File: config.mk
export PLATFORM = sky130hd
export DESIGN_NAME = lfcc_ctrl
export DESIGN_NICKNAME = d
export VERILOG_FILES = /design/src/lfcc_pkg.sv /design/src/lfcc_ctrl.sv
export SDC_FILE = /design/constraint.sdc
export NUM_CORES = 1
export LEC_CHECK = 0
export ABC_CLOCK_PERIOD_IN_PS = 2600
export BUFFER_PORTS_ARGS = -buffer_cell sky130_fd_sc_hd__buf_2
export CORE_MARGIN = 5
export CORE_UTILIZATION = 45
export DETAILED_ROUTE_END_ITERATION = 8
export GPL_ROUTABILITY_DRIVEN = 0
export PLACE_DENSITY_LB_ADDON = 0.1
export SYNTH_ARGS = -nofsm -noshare
export SYNTH_HDL_FRONTEND = slang
export SYNTH_SLANG_ARGS = --single-unit
File: constraint.sdc
create_clock -name clk -period 2.6 [get_ports clk]
set_input_delay 0.39 -clock clk [delete_from_list [all_inputs] [get_ports clk]]
set_output_delay 0.39 -clock clk [all_outputs]
set_load 0.01 [all_outputs]
File: src/lfcc_pkg.sv
// lfcc_pkg: shared types, codes and CRC/hex helper functions for the
// line frame CRC checker. No dependencies.
package lfcc_pkg;

	localparam logic [31:0] CRC_POLY   = 32'hEDB8_8320;
	localparam logic [31:0] CRC_INIT   = 32'hFFFF_FFFF;
	localparam logic [7:0]  CHAR_NL    = 8'h0A;
	localparam logic [3:0]  HEX_DIGITS_MAX = 4'd8;

	typedef enum logic [1:0] {
		OP_FEED = 2'd0,
		OP_READ = 2'd1,
		OP_ACK  = 2'd2
	} op_t;

	typedef enum logic [2:0] {
		ST_ACCEPTED  = 3'd0,
		ST_IGNORED   = 3'd1,
		ST_VALID     = 3'd2,
		ST_CRC_ERROR = 3'd3,
		ST_READ      = 3'd4
	} status_t;

	typedef enum logic [1:0] {
		HEX_SKIP   = 2'd0,
		HEX_DIGITS = 2'd1,
		HEX_DONE   = 2'd2
	} hex_phase_t;

	// per-item result handed from the control block to the output stage
	typedef struct packed {
		status_t    status;
		logic       in_range;
		logic [7:0] length;
		logic       ready;
		logic       error;
	} result_t;

	// reflected CRC-32, one byte
	function automatic logic [31:0] crc_byte(input logic [31:0] crc, input logic [7:0] b);
		logic [31:0] c;
		c = crc ^ {24'd0, b};
		for (int k = 0; k < 8; k++) begin
			c = (c >> 1) ^ (CRC_POLY & {32{c[0]}});
		end
		return c;
	endfunction

	function automatic logic is_space(input logic [7:0] c);
		return (c == 8'd32) || (c >= 8'd9 && c <= 8'd13);
	endfunction

	// {valid, digit}
	function automatic logic [4:0] hex_of(input logic [7:0] c);
		logic [4:0] r;
		r = 5'd0;
		if (c >= 8'd48 && c <= 8'd57) begin
			r = {1'b1, 4'(c - 8'd48)};
		end else if (c >= 8'd65 && c <= 8'd70) begin
			r = {1'b1, 4'(c - 8'd55)};
		end else if (c >= 8'd97 && c <= 8'd102) begin
			r = {1'b1, 4'(c - 8'd87)};
		end
		return r;
	endfunction

endpackage

File: src/lfcc_ctrl.sv
// lfcc_ctrl: frame state, running CRC, hex line parser and flags.
// Produces store write controls and the per-item result. Uses lfcc_pkg.
module lfcc_ctrl #(
	parameter int MSG_DEPTH      = 256,
	parameter int CRC_LINE_DEPTH = 16,
	parameter int CW             = 8
) (
	input  logic             clk,
	input  logic             arst_n,
	input  logic             go,
	input  logic [1:0]       op,
	input  logic [7:0]       byte_in,
	input  logic [7:0]       read_index,
	output logic             we,
	output logic [CW-1:0]    waddr,
	output lfcc_pkg::result_t res
);

	localparam int HW   = $clog2(CRC_LINE_DEPTH);
	localparam int CMPW = (CW > 8) ? CW : 8;

	logic                  in_crc_q, n_in_crc;
	logic [CW-1:0]         stored_q, n_stored;
	logic [CW-1:0]         len_q, n_len;
	logic                  zero_q, n_zero;
	logic [31:0]           crc_q, n_crc;
	logic [HW-1:0]         kept_q, n_kept;
	logic [31:0]           hex_q, n_hex;
	logic [3:0]            digits_q, n_digits;
	lfcc_pkg::hex_phase_t  phase_q, n_phase;
	logic                  ready_q, n_ready;
	logic                  error_q, n_error;

	logic                  blocked;
	logic                  zs;
	logic [4:0]            hx;
	lfcc_pkg::status_t     status;
	logic                  in_range;

	assign blocked = ready_q | error_q;
	assign hx      = lfcc_pkg::hex_of(byte_in);
	assign waddr   = stored_q;

	always_comb begin
		n_in_crc = in_crc_q;
		n_stored = stored_q;
		n_len    = len_q;
		n_zero   = zero_q;
		n_crc    = crc_q;
		n_kept   = kept_q;
		n_hex    = hex_q;
		n_digits = digits_q;
		n_phase  = phase_q;
		n_ready  = ready_q;
		n_error  = error_q;
		status   = lfcc_pkg::ST_ACCEPTED;
		in_range = 1'b0;
		we       = 1'b0;
		zs       = zero_q | (byte_in == 8'd0);
		unique case (op)
			lfcc_pkg::OP_FEED: begin
				if (blocked) begin
					status = lfcc_pkg::ST_IGNORED;
				end else if (!in_crc_q) begin
					if (byte_in == lfcc_pkg::CHAR_NL) begin
						n_in_crc = 1'b1;
						n_kept   = '0;
						n_hex    = '0;
						n_digits = '0;
						n_phase  = lfcc_pkg::HEX_SKIP;
					end else if (stored_q < CW'(MSG_DEPTH - 1)) begin
						we       = 1'b1;
						n_stored = stored_q + 1'b1;
						n_zero   = zs;
						if (!zs) begin
							n_crc = lfcc_pkg::crc_byte(crc_q, byte_in);
							n_len = len_q + 1'b1;
						end
					end
				end else begin
					if (byte_in == lfcc_pkg::CHAR_NL) begin
						n_in_crc = 1'b0;
						if (digits_q != 4'd0 && hex_q == ~crc_q) begin
							n_ready = 1'b1;
							status  = lfcc_pkg::ST_VALID;
						end else begin
							n_error = 1'b1;
							status  = lfcc_pkg::ST_CRC_ERROR;
						end
					end else if (kept_q < HW'(CRC_LINE_DEPTH - 1)) begin
						n_kept = kept_q + 1'b1;
						// sscanf-style %08X parse, one char per item
						if (phase_q != lfcc_pkg::HEX_DONE) begin
							if (byte_in == 8'd0) begin
								n_phase = lfcc_pkg::HEX_DONE;
							end else if (phase_q == lfcc_pkg::HEX_SKIP &&
								lfcc_pkg::is_space(byte_in)) begin
								n_phase = phase_q;
							end else if (!hx[4]) begin
								n_phase = lfcc_pkg::HEX_DONE;
							end else begin
								n_hex    = {hex_q[27:0], hx[3:0]};
								n_digits = digits_q + 4'd1;
								n_phase  = (digits_q + 4'd1 >= lfcc_pkg::HEX_DIGITS_MAX) ?
									lfcc_pkg::HEX_DONE : lfcc_pkg::HEX_DIGITS;
							end
						end
					end
				end
			end
			lfcc_pkg::OP_READ: begin
				status   = lfcc_pkg::ST_READ;
				in_range = CMPW'(read_index) < CMPW'(stored_q);
			end
			lfcc_pkg::OP_ACK: begin
				if (blocked) begin
					n_ready  = 1'b0;
					n_error  = 1'b0;
					n_in_crc = 1'b0;
					n_stored = '0;
					n_len    = '0;
					n_zero   = 1'b0;
					n_crc    = lfcc_pkg::CRC_INIT;
					n_kept   = '0;
					n_hex    = '0;
					n_digits = '0;
					n_phase  = lfcc_pkg::HEX_SKIP;
				end
			end
			default: begin
				status = lfcc_pkg::ST_IGNORED;
			end
		endcase
	end

	always_comb begin
		res.status   = status;
		res.in_range = in_range;
		res.length   = 8'(n_len);
		res.ready    = n_ready;
		res.error    = n_error;
	end

	always_ff @(posedge clk or negedge arst_n) begin
		if (!arst_n) begin
			in_crc_q <= 1'b0;
			stored_q <= '0;
			len_q    <= '0;
			zero_q   <= 1'b0;
			crc_q    <= lfcc_pkg::CRC_INIT;
			kept_q   <= '0;
			hex_q    <= '0;
			digits_q <= '0;
			phase_q  <= lfcc_pkg::HEX_SKIP;
			ready_q  <= 1'b0;
			error_q  <= 1'b0;
		end else if (go) begin
			in_crc_q <= n_in_crc;
			stored_q <= n_stored;
			len_q    <= n_len;
			zero_q   <= n_zero;
			crc_q    <= n_crc;
			kept_q   <= n_kept;
			hex_q    <= n_hex;
			digits_q <= n_digits;
			phase_q  <= n_phase;
			ready_q  <= n_ready;
			error_q  <= n_error;
		end
	end

endmodule

======== Word-level counts from Yosys, hierarchy flattened ========
Index checks and enable logic that the tools add are counted.
word-level totals
  bits in latches ......................... 0
  output and inout bits ................... 23
  ROM bits ................................ 0
  bits in registers ....................... 94
  memories kept ........................... 0
  memory bits (writable) .................. 0
cells by class
  add/sub/neg operators ................... 7
  reductions and logical operators ........ 18
  div/mod/pow operators ................... 0
  mux-type cells .......................... 96
  order comparisons ....................... 12
  bitwise logic cells ..................... 12
  shifts and indexed selects .............. 0
  eq/ne operators ......................... 20
  multipliers ............................. 0
operators by type and width
  kind                                                                                  count
  32-bit two-way mux                                                                    16
  31-bit by 32-bit XOR with 32-bit output                                               8
  32-bit case mux with 2 select lines                                                   2
  8-bit two-way mux                                                                     11
  4-bit two-way mux                                                                     14
  32-bit equality test                                                                  1
  32-bit inverter                                                                       1
  8-bit case mux with 2 select lines                                                    2
  32-bit by 8-bit XOR with 32-bit output                                                1
  2-bit two-way mux                                                                     14
  1-bit two-way mux                                                                     26
  3-bit != test (second input constant)                                                 7
  8-bit by 1-bit adder with 8-bit output (second input constant)                        2
  8-bit by 7-bit greater-or-equal comparator with 1-bit output (second input constant)  2
  8-bit by 7-bit less-or-equal comparator with 1-bit output (second input constant)     2
  4-bit case mux with 2 select lines                                                    2
  5-bit two-way mux                                                                     3
  2-bit != test (second input constant)                                                 7
  7-bit AND reduction                                                                   2
  11-bit AND reduction                                                                  1
  3-bit case mux with 3 select lines                                                    1
  9-bit AND reduction                                                                   1
  4-bit by 1-bit adder with 4-bit output (second input constant)                        2
  8-bit by 4-bit equality test with 1-bit output (second input constant)                1
  25 further kinds                                                                      36

======== Logic depth before layout (Yosys ltp) ========
Gate-level depths: netlist (run 1).
  depth after elaboration ................. 15
  gate-level depth with buffers ........... 12
  mapped depth without buffers ............ 10

======== Least setup slack after synthesis (run 1) ========
No wires, ideal clock.
  path type ............................... input port to flip-flop
  from .................................... input byte_in[2]
  to ...................................... register hex_q[10]
  arrival time ............................ 2.275 ns
  required time ........................... 2.475 ns
  setup slack ............................. 0.201 ns
  stages .................................. 11
  library setup time ...................... 0.125 ns
  path through ............................ buf_4 -> nor3_2 -> nand4_2 -> ha_1 -> nor2_1 -> o21ai_2 -> a21oi_4 -> and2_1 -> buf_4 -> buf_6 -> mux2_2
on the way
  word-level cells in the longest chain between the ends .. 7
ends and longest elaborated chain
  element                                                                                                                                    RTL line          source
  from (decl)                                                                                                                                lfcc_ctrl.sv:12   input logic [7:0] byte_in,
  8-bit by 7-bit greater-or-equal comparator with 1-bit output or 8-bit by 7-bit less-or-equal comparator with 1-bit output (tied branches)  lfcc_pkg.sv:61    end else if (c >= 8'd97 && c <= 8'd102) begin
  1-bit logical AND                                                                                                                          lfcc_pkg.sv:61
  5-bit two-way mux                                                                                                                          lfcc_pkg.sv:61
  5-bit two-way mux                                                                                                                          lfcc_pkg.sv:59    end else if (c >= 8'd65 && c <= 8'd70) begin
  5-bit two-way mux                                                                                                                          lfcc_pkg.sv:57    if (c >= 8'd48 && c <= 8'd57) begin
  3-bit != test (no source line)                                                                                                             -
  11-bit AND reduction (no source line) (*)                                                                                                  -
  to (signal assigned)                                                                                                                       lfcc_ctrl.sv:164  hex_q <= n_hex;
  to (decl)                                                                                                                                  lfcc_ctrl.sv:28   logic [31:0] hex_q, n_hex;
Every way passes the cells marked *; elsewhere a longest branch is shown, timed or not.
A chain may end at the register's enable or synchronous reset.

==> results of run 1 <==
[metal layers]
| layer | vias up | global-route usage [%] | wire, um |
|---|---|---|---|
| met2 | 98 | 32.9 | 7580 |
| met5 | - | 0 | 0 |
| met1 | 2377 | 28.0 | 7450 |
| met3 | 13 | 3.30 | 582 |
| met4 | 0 | 5.43 | 185 |
| li1 | 2388 | - | - |
[final cells by class]
class                      instances  area, um2
clock buffer                      10        229
clock inverter                     6        116
fill                            1231       6050
inverter                          38        143
multi-input combinational        484       3530
sequential                        94       2390
tap                              176        220
timing repair buffer              96        669
[cells by family (layout without fill, tap and decap cells)]
group                      after synthesis  count (layout)  synth area share [%]
buffers and inverters                   74             150                  5.77
adders and majority gates               23              23                  4.66
AOI/OAI and AO/OA                      130             130                  13.4
DFF                                     94              94                  38.7
muxes                                   27              27                  4.84
and+or+nand+nor                        195             195                  15.7
xor gates and xnor gates               109             109                  17.0
[per-stage QoR]
step                TNS, ns  worst slack [ns]  std cells  hold WS (ns)
floorplan                 0             0.201        652        0.0944
global placement          0             0.121        870         0.415
detailed placement        0            0.0611        870         0.421
CTS                  -0.903            -0.161        896        0.0413
global route          -1.95            -0.242        904        0.0719
finish                -1.10            -0.175        904        0.0260
[worst min-delay path by stage]
| stage | endpoint | start |
|---|---|---|
| 2_1_floorplan | digits_q[0]$_DFFE_PN0P_ | arst_n |
| 6_report | waddr[3]$_DFFE_PN0P_ | arst_n |
| 4_1_cts | zero_q$_DFFE_PN0P_ | arst_n |
| 5_1_grt | kept_q[1]$_DFFE_PN0P_ | arst_n |
| 3_3_place_gp | len_q[2]$_DFFE_PN0P_ | arst_n |
| 3_5_place_dp | waddr[3]$_DFFE_PN0P_ | arst_n |
[cells in the mapped netlist, types with 2 or more instances]
| library cell | count |
|---|---|
| a2111oi_0 | 3 |
| a211oi_1 | 3 |
| a21o_1 | 3 |
| a21oi_1 | 47 |
| a22o_1 | 10 |
| a31oi_1 | 11 |
| a41oi_1 | 3 |
| and2_1 | 4 |
| buf_2 | 6 |
| buf_4 | 7 |
| buf_6 | 6 |
| clkbuf_1 | 16 |
| clkinv_1 | 2 |
| dfrtp_1 | 62 |
| dfstp_2 | 32 |
| ha_1 | 23 |
| inv_1 | 35 |
| mux2_1 | 8 |
| mux2_2 | 15 |
| mux2i_1 | 4 |
| nand2_1 | 24 |
| nand2b_1 | 3 |
| nand3_1 | 17 |
| nand4_1 | 24 |
| nor2_1 | 84 |
| nor2b_1 | 5 |
| nor3_1 | 8 |
| nor3_2 | 3 |
| nor4_1 | 6 |
| o211ai_1 | 3 |
| o21ai_0 | 28 |
| o21bai_1 | 2 |
| o22ai_1 | 6 |
| or2_1 | 2 |
| or2_2 | 3 |
| xnor2_1 | 72 |
| xnor2_2 | 7 |
| xor2_1 | 27 |
[power by group through the flow]
stage,Clock (mW),Combinational (mW),Sequential (mW)
final,1.55,4.00,2.50
after global routing,1.64,4.39,2.55
after CTS,1.59,3.90,2.50
after detailed placement,0,3.69,2.54
after global placement,0,3.64,2.53
after floorplan,0,2.87,2.38
[critical path: cells and delay by family (launching register included)]
family	cells	cell delay, ns
AND/OR/NAND/NOR	3	1.00
buffers and inverters	1	0.13
AO/OA/AOI/OAI	2	0.44
flip-flops	1	0.38
XOR/XNOR	1	0.08
[sequential cells by signal, summed over array words and instances (netlist names)]
name	flops
ready_q	1
kept_q	4
phase_q	2
crc_q	32
error_q	1
digits_q	4
hex_q	32
len_q	8
zero_q	1
in_crc_q	1
waddr	8
[repair_timing]
item | 4_1_cts | 5_1_grt
resized for setup | 13 | 8
hold buffers | 0 | 0
pin swaps | 11 | 12
buffers inserted | 10 | 8
endpoints found under the setup margin | 11 | 12
[layout by cell type (no fill, tap or decap), types with 6 or more instances in the layout]
master,Yosys,routed
nor2_1,84,82
xnor2_1,72,69
dfrtp_1,62,62
buf_4,7,49
a21oi_1,47,47
buf_2,6,42
inv_1,35,35
dfstp_2,32,32
o21ai_0,28,28
xor2_1,27,27
nand2_1,24,24
nand4_1,24,24
ha_1,23,23
nand3_1,17,16
mux2_2,15,15
xnor2_2,7,10
a22o_1,10,10
a31oi_1,11,10
clkbuf_16,0,9
mux2_1,8,8
nor3_1,8,6
o22ai_1,6,6
==> impl_metrics.py, run 1 <==
metrics = {
    "min_path": {
        "hold_class": "in2async",
    },
    "clock_network": {
        "htreeDepth": 3,
        "clk_pin_slew_ns": 0.07,
        "clock-root-buffer": "clkbuf_16",
        "cts_tree": "built",
        "cts_buffer_depth": 2,
        "numCtsBuffers": 9,
        "clk_latency_ns": 0.35,
        "clock_sinks": 94,
    },
    "critical_path": {
        "timing.rr.end": "hex_q[31]$_DFFE_PN0P_",
        "cp_slowest_cell": "or4_4",
        "crit_fanout": 3,
        "cp-endpoint": "res[7]",
        "reg2reg_depth": 8,
        "cp_cell_sequence": "or4_4, a31oi_4, nand3_2, nor3_4, xor2_1, a22o_1, buf_2",
        "regToRegStartpoint": "error_q$_DFFE_PN0P_",
        "slowest_delay_ns": 0.56,
        "cp.required_ns": 2.21,
        "critPathCaptureType": "output port",
        "critPathLaunch": "in_crc_q$_DFFE_PN0P_",
        "regToRegSetupSlack_ns": 0.25,
        "crit_type": "reg2out",
        "startpoint_type": "flip-flop",
        "cp.arrival_ns": 2.38,
    },
    "timing": {
        "fin_ws_ns": -0.175,
        "fin_crit_sh_pct": 107,
        "rsz0062_at_grt": "yes",
        "setup_viol": 10,
        "final-hold-violation-count": 0,
        "finClkSkew_ns": 0.00615,
        "worstMarginPinSlew_ns": 0.677,
        "max_slew_margin_pct": 54.4,
        "slew_violations": 0,
        "fmax_ghz": 0.360,
        "fin_crit_ns": 2.77,
    },
    "power_and_ir_drop": {
        "p_leak_nw": 3.21,
        "p_clk_share_pct": 19.2,
        "p_int_mw": 4.94,
        "swShare_pct": 38.7,
        "power_mw": 8.05,
        "p_seq_share_pct": 31.0,
        "combPwrFrac_pct": 49.8,
        "p_switching_mw": 3.11,
        "powerDensity_mw_per_mm2": 1100,
        "irDropWorstVdd_mv": 0.565,
    },
    "finish": {
        "n_antenna_cell": 0,
        "final_util_pct": 54.7,
        "fin_nets": 767,
        "areaGrowthSynthToFinish_pct": 18.2,
        "stdcell_area_mm2": 0.00730,
        "final_layout_size_suffix_gt1_share_pct": 27.3,
    },
    "route": {
        "via_per_inst": 5.39,
        "drt_iter0_markers": 375,
        "ant_nets": 0,
        "wire_per_inst_um": 17.5,
        "num_vias": 4876,
        "first_pass_iters": 4,
        "wl_mm": 15.8,
        "drc": 0,
    },
    "global_routing": {
        "antenna_found_initial": 0,
        "grt_usage_pct": 20.2,
        "grt_pass1_wl_mm": 26.0,
        "grt_pass1_vias": 4889,
        "grt_max_degree": 42,
        "grt_overflow": 0,
    },
    "synth": {
        "synth-seq-cells": 94,
        "synth_top_flop_cell": "dfrtp_1",
        "syn_nets": 696,
        "synth_cell_type_count": 66,
        "synth_edf_count": 0,
        "synth_area_leaders": "dfrtp_1, dfstp_2, xnor2_1",
        "avgSynthCellArea_um2": 9.47,
        "yosysSeqAreaShare_pct": 38.7,
        "synth_warnings": 0,
        "postSynthCellCount": 652,
        "yosysTopAreaCellShare_pct": 25.1,
        "yosysTopAreaCell": "dfrtp_1",
        "netlist_area_mm2": 0.00618,
        "async_flop_share_pct": 100,
    },
    "outcome": {
        "status": "finished with violations",
        "violations": "setup timing",
    },
    "die": {
        "die_area_mm2": 0.0162,
        "rows": 42,
        "coreArea_mm2": 0.0133,
        "initial_core_util_pct": 46.3,
        "die_x_um": 127,
        "die_h_um": 127,
        "io_pins": 44,
    },
    "placement": {
        "dp_hpwl_mm": 11.3,
        "portBuffers": 43,
        "dpl_cell_area_mm2": 0.00671,
    },
    "job": {
        "drv_cap": 0,
    },
}
No activity file was read; power rests on OpenSTA's default activity.
==> run 2: changes to the inputs <==
--- a/config.mk
+++ b/config.mk
@@ -12,6 +12,7 @@
 export DETAILED_ROUTE_END_ITERATION = 8
 export GPL_ROUTABILITY_DRIVEN = 0
 export PLACE_DENSITY_LB_ADDON = 0.1
+export SETUP_SLACK_MARGIN = 0.3
 export SYNTH_ARGS = -nofsm -noshare
 export SYNTH_HDL_FRONTEND = slang
 export SYNTH_SLANG_ARGS = --single-unit
==> impl_metrics.py, run 2 (synthesis gave the netlist of run 1 again) <==
metrics = {
    "route": {
        "ant_nets": 0,
        "wl_mm": 15.9,
        "via_per_inst": 5.48,
        "num_vias": 5000,
        "first_pass_iters": 5,
        "drc": 0,
        "wire_per_inst_um": 17.4,
        "drt_iter0_markers": 292,
    },
    "power_and_ir_drop": {
        "p_seq_share_pct": 32.5,
        "swShare_pct": 39.5,
        "irDropWorstVdd_mv": 0.522,
        "p_leak_nw": 3.22,
        "p_int_mw": 4.73,
        "combPwrFrac_pct": 50.6,
        "p_switching_mw": 3.09,
        "p_clk_share_pct": 16.9,
        "powerDensity_mw_per_mm2": 1060,
    },
    "finish": {
        "fin_nets": 775,
        "final_util_pct": 55.0,
        "final_layout_size_suffix_gt1_share_pct": 29.6,
        "reg_top3": "crc_q: 32 flops, hex_q: 32 flops",
        "areaGrowthSynthToFinish_pct": 18.9,
        "stdcell_area_mm2": 0.00734,
        "n_antenna_cell": 0,
        "layout_commonest_cell": "nor2_1",
        "final_cell_mix": "nor2_1, xnor2_1, dfrtp_1",
    },
    "placement": {
        "dpl_cell_area_mm2": 0.00674,
        "pre_cts_ws_ns": 0.0535,
        "portBuffers": 43,
        "dp_hpwl_mm": 11.4,
    },
    "timing": {
        "slew_violations": 0,
        "fin_crit_sh_pct": 107,
        "max_slew_margin_pct": 52.1,
        "finalSetupTns_ns": -0.952,
        "setup_viol": 9,
        "fin_ws_ns": -0.189,
        "fin_crit_ns": 2.79,
        "worstMarginPinSlew_ns": 0.711,
        "final-hold-violation-count": 0,
        "fmax_ghz": 0.359,
        "finClkSkew_ns": 0.00938,
        "hold_ws_ns": 0.443,
        "rsz0062_at_grt": "yes",
    },
    "global_routing": {
        "grt_max_degree": 66,
        "grt_overflow": 0,
        "grt_pass1_wl_mm": 26.0,
        "use_met3_pct": 3.26,
        "gr-usage-met1_pct": 28.4,
        "top_usage_layer": "met2",
        "antenna_found_initial": 0,
        "grt_pass1_vias": 5026,
        "grt_usage_pct": 20.1,
        "gr-usage-met2_pct": 31.0,
    },
    "min_path": {
        "holdPathStages": 3,
        "hold_class": "in2reg",
        "min-delay-start": "go",
        "min_to": "len_q[1]$_DFFE_PN0P_",
    },
    "critical_path": {
        "regToRegStartpoint": "error_q$_DFFE_PN0P_",
        "crit_fanout": 4,
        "slowest_delay_ns": 0.53,
        "critPathCaptureType": "output port",
        "cp.arrival_ns": 2.40,
        "critPathBufInv": 2,
        "crit_family": "simple AND/OR/NAND/NOR gates",
        "reg2reg_depth": 9,
        "cp_cell_sequence": "or4_4, a31oi_4, buf_4, nand3_4, nor3_4, xor2_1, a22o_1, buf_2",
        "regToRegSetupSlack_ns": 0.14,
        "timing.rr.end": "len_q[5]$_DFFE_PN0P_",
        "cp.required_ns": 2.21,
        "crit_type": "reg2out",
        "startpoint_type": "flip-flop",
        "cp_slowest_cell": "or4_4",
    },
    "outcome": {
        "violations": "setup timing",
        "status": "finished with violations",
    },
    "clock_network": {
        "cts_tree": "built",
        "clock-root-buffer": "clkbuf_16",
        "htreeDepth": 3,
        "clock_sinks": 94,
        "numCtsBuffers": 9,
        "clk_pin_slew_ns": 0.06,
        "cts_buffer_depth": 2,
        "clk_latency_ns": 0.35,
    },
    "die": {
        "rows": 42,
        "die_x_um": 127,
        "die_h_um": 127,
        "coreArea_mm2": 0.0133,
        "io_pins": 44,
        "initial_core_util_pct": 46.3,
        "die_area_mm2": 0.0162,
    },
    "job": {
        "drv_cap": 0,
    },
}
==> run 2: repair_timing <==
item / 4_1_cts / 5_1_grt
gates cloned: 0 / 2
gates resized for setup: 16 / 22
pin swaps: 16 / 20
setup endpoints to repair: 14 / 34
buffers inserted: 8 / 9
hold buffers: 1 / 0
endpoints found under the hold margin: 28 / 0
==> run 2: per-layer routing <==
metal | vias to the layer above | wire length [um]
met5 | - | 0
li1 | 2412 | -
met4 | 0 | 348
met2 | 109 | 7460
met3 | 26 | 649
met1 | 2453 | 7450
==> run 2: worst max path at each step <==
stage	from	endpoint	depth (start not counted)
floorplan	op[1]	hex_q[10]$_DFFE_PN0P_	10
global placement	byte_in[0]	res[7]	10
detailed placement	byte_in[0]	res[2]	9
CTS	error_q$_DFFE_PN0P_	res[6]	7
global route	in_crc_q$_DFFE_PN0P_	res[7]	8
finish	error_q$_DFFE_PN0P_	res[7]	8
==> run 2: layout make-up <==
cell class | count | area (um2)
fill | 1229 | 6000
timing repair buffer | 102 | 687
clock buffer | 11 | 233
sequential | 94 | 2390
inverter | 38 | 145
multi-input combinational | 486 | 3600
tap | 176 | 220
clock inverter | 5 | 60.1
==> run 2: worst register-to-register path: cells and delay by family (launching register included) <==
| kind | cells | cell delay (ns) |
|---|---|---|
| AND/OR/NAND/NOR | 3 | 0.85 |
| flip-flops | 1 | 0.40 |
| AO/OA/AOI/OAI | 2 | 0.40 |
| buffers and inverters | 3 | 0.39 |
| multiplexers | 1 | 0.32 |
==> run 2: power by group through the flow <==
stage | clock network [mW] | registers (mW) | logic [mW]
4_1_cts | 1.37 | 2.52 | 3.83
3_3_place_gp | 0 | 2.54 | 3.64
2_1_floorplan | 0 | 2.38 | 2.88
5_1_grt | 1.44 | 2.60 | 4.35
3_5_place_dp | 0 | 2.55 | 3.70
6_report | 1.32 | 2.54 | 3.96
==> run 2: stage by stage <==
stage	cells	total power [mW]
final	912	7.82
after global routing	912	8.38
after CTS	901	7.72
after detailed placement	876	6.25
after global placement	876	6.18
after floorplan	652	5.25
==> run 3: changes to the inputs <==
--- a/config.mk
+++ b/config.mk
@@ -8,11 +8,12 @@
 export ABC_CLOCK_PERIOD_IN_PS = 2600
 export BUFFER_PORTS_ARGS = -buffer_cell sky130_fd_sc_hd__buf_2
 export CORE_MARGIN = 5
-export CORE_UTILIZATION = 45
+export CORE_UTILIZATION = 50
 export DETAILED_ROUTE_END_ITERATION = 8
 export GPL_ROUTABILITY_DRIVEN = 0
 export PLACE_DENSITY_LB_ADDON = 0.1
 export SETUP_SLACK_MARGIN = 0.3
+export SKIP_LAST_GASP = 1
 export SYNTH_ARGS = -nofsm -noshare
 export SYNTH_HDL_FRONTEND = slang
 export SYNTH_SLANG_ARGS = --single-unit
==> impl_metrics.py, run 3 (synthesis gave the netlist of run 1 again) <==
metrics = {
    "outcome": {
        "status": "finished with violations",
        "violations": "setup timing",
    },
    "die": {
        "die_x_um": 121,
        "die_h_um": 121,
        "die_area_mm2": 0.0147,
        "io_pins": 44,
        "coreArea_mm2": 0.0121,
        "initial_core_util_pct": 51.2,
        "rows": 40,
    },
    "clock_network": {
        "clk_latency_ns": 0.35,
        "clock_sinks": 94,
        "clk_pin_slew_ns": 0.06,
        "cts_tree": "built",
        "numCtsBuffers": 9,
        "cts_buffer_depth": 2,
        "cts_hold_buf": 0,
        "clock-root-buffer": "clkbuf_16",
        "htreeDepth": 3,
    },
    "route": {
        "num_vias": 4945,
        "drc": 0,
        "drt_iter0_markers": 304,
        "wl_mm": 15.6,
        "first_pass_iters": 5,
        "wire_per_inst_um": 17.5,
        "via_per_inst": 5.55,
        "ant_nets": 0,
    },
    "timing": {
        "fin_ws_ns": -0.0938,
        "worstMarginPinSlew_ns": 0.571,
        "hold_ws_ns": 0.0155,
        "finClkSkew_ns": 0.00669,
        "max_slew_margin_pct": 61.7,
        "slew_violations": 0,
        "fin_crit_sh_pct": 104,
        "fin_crit_ns": 2.69,
        "finalSetupTns_ns": -0.417,
        "setup_viol": 6,
        "fmax_ghz": 0.371,
        "rsz0062_at_grt": "yes",
        "final-hold-violation-count": 0,
    },
    "power_and_ir_drop": {
        "powerDensity_mw_per_mm2": 1090,
        "p_leak_nw": 3.18,
        "irDropWorstVdd_mv": 0.504,
    },
    "finish": {
        "n_antenna_cell": 0,
        "areaGrowthSynthToFinish_pct": 17.5,
        "layout_commonest_cell": "nor2_1",
        "n_fill_cell": 1041,
        "multi_input_area_mm2": 0.00359,
        "fin_nets": 762,
        "final_layout_size_suffix_gt1_share_pct": 28.5,
        "reg_top3": "crc_q: 32 flops, hex_q: 32 flops",
        "final_cell_mix": "nor2_1, xnor2_1, dfrtp_1",
        "seq_area_mm2": 0.00239,
    },
    "global_routing": {
        "grt_max_degree": 57,
        "grt_overflow": 0,
        "grt_pass1_wl_mm": 25.3,
        "grt_pass1_vias": 4816,
        "grt_usage_pct": 21.9,
        "antenna_found_initial": 0,
    },
    "critical_path": {
        "cp_cell_sequence": "or4_4, a31oi_4, nand4_1, nor2_2, xor2_1, a22o_1, buf_2",
        "cp.arrival_ns": 2.30,
        "crit_type": "reg2out",
        "slowest_delay_ns": 0.54,
        "crit_fanout": 4,
        "cp.required_ns": 2.21,
        "startpoint_type": "flip-flop",
        "critPathCaptureType": "output port",
        "cp_slowest_cell": "or4_4",
        "reg2reg_depth": 7,
    },
    "placement": {
        "portBuffers": 43,
        "dp_hpwl_mm": 11.1,
    },
    "min_path": {
        "hold_class": "in2async",
    },
    "job": {
        "drv_cap": 0,
    },
}
## run 3: critical path, delay by kind of cell, from the launching register on
family	cells	cell delay (ns)
and+or+nand+nor	3	0.95
DFF	1	0.38
AOI/OAI and AO/OA	2	0.35
xor gates and xnor gates	1	0.16
buffers and inverters	1	0.12
## run 3: stage by stage
stage | util [%] | worst slack (ns) | power, mW | std cells | area (um2)
CTS | 59.3 | -0.108 | 7.85 | 887 | 7150
finish | 60.2 | -0.0938 | 7.90 | 891 | 7260
detailed placement | 55.3 | 0.0454 | 6.20 | 861 | 6680
global route | 60.2 | -0.213 | 8.40 | 891 | 7260
global placement | 55.3 | 0.111 | 6.13 | 861 | 6680
floorplan | - | 0.296 | 5.25 | 652 | 6200
## run 3: final cells by class
class	instances	area share, %
clock inverter	5	1.38
sequential	94	33.0
timing repair buffer	89	8.12
multi-input combinational	486	49.4
tap	168	2.90
clock buffer	11	3.21
inverter	38	1.96
## run 3: where the power goes
part / switching (mW) / total, mW / internal, mW
Sequential: 0.502 / 2.52 / 2.02
Clock: 0.562 / 1.50 / 0.937
Combinational: 1.98 / 3.88 / 1.90
Total: 3.05 / 7.90 / 4.85
## run 3: worst paths after layout
check | startpoint | slack (ns) | end
setup reg to reg | in_crc_q$_DFFE_PN0P_ | 0.33 | len_q[4]$_DFFE_PN0P_
setup / recovery | in_crc_q$_DFFE_PN0P_ | -0.09 | res[6]
max in group asynchronous | arst_n | 1.84 | crc_q[21]$_DFFE_PN1P_
hold / removal | arst_n | 0.02 | waddr[3]$_DFFE_PN0P_
hold reg to reg | kept_q[2]$_DFFE_PN0P_ | 0.51 | kept_q[2]$_DFFE_PN0P_
min in group clk | go | 0.44 | len_q[1]$_DFFE_PN0P_
## run 3: repair_timing
item,CTS,global route
setup buffers,9,3
setup endpoints to repair,18,55
cloned,1,1
gates resized for setup,16,17
pin swaps,17,8
## run 3: per-layer routing
| metal | track usage (%) | vias up | wire [um] |
|---|---|---|---|
| li1 | - | 2380 | - |
| met5 | 0 | - | 0 |
| met2 | 35.0 | 99 | 7340 |
| met1 | 30.6 | 2444 | 7330 |
| met4 | 8.12 | 0 | 299 |
| met3 | 2.80 | 22 | 595 |
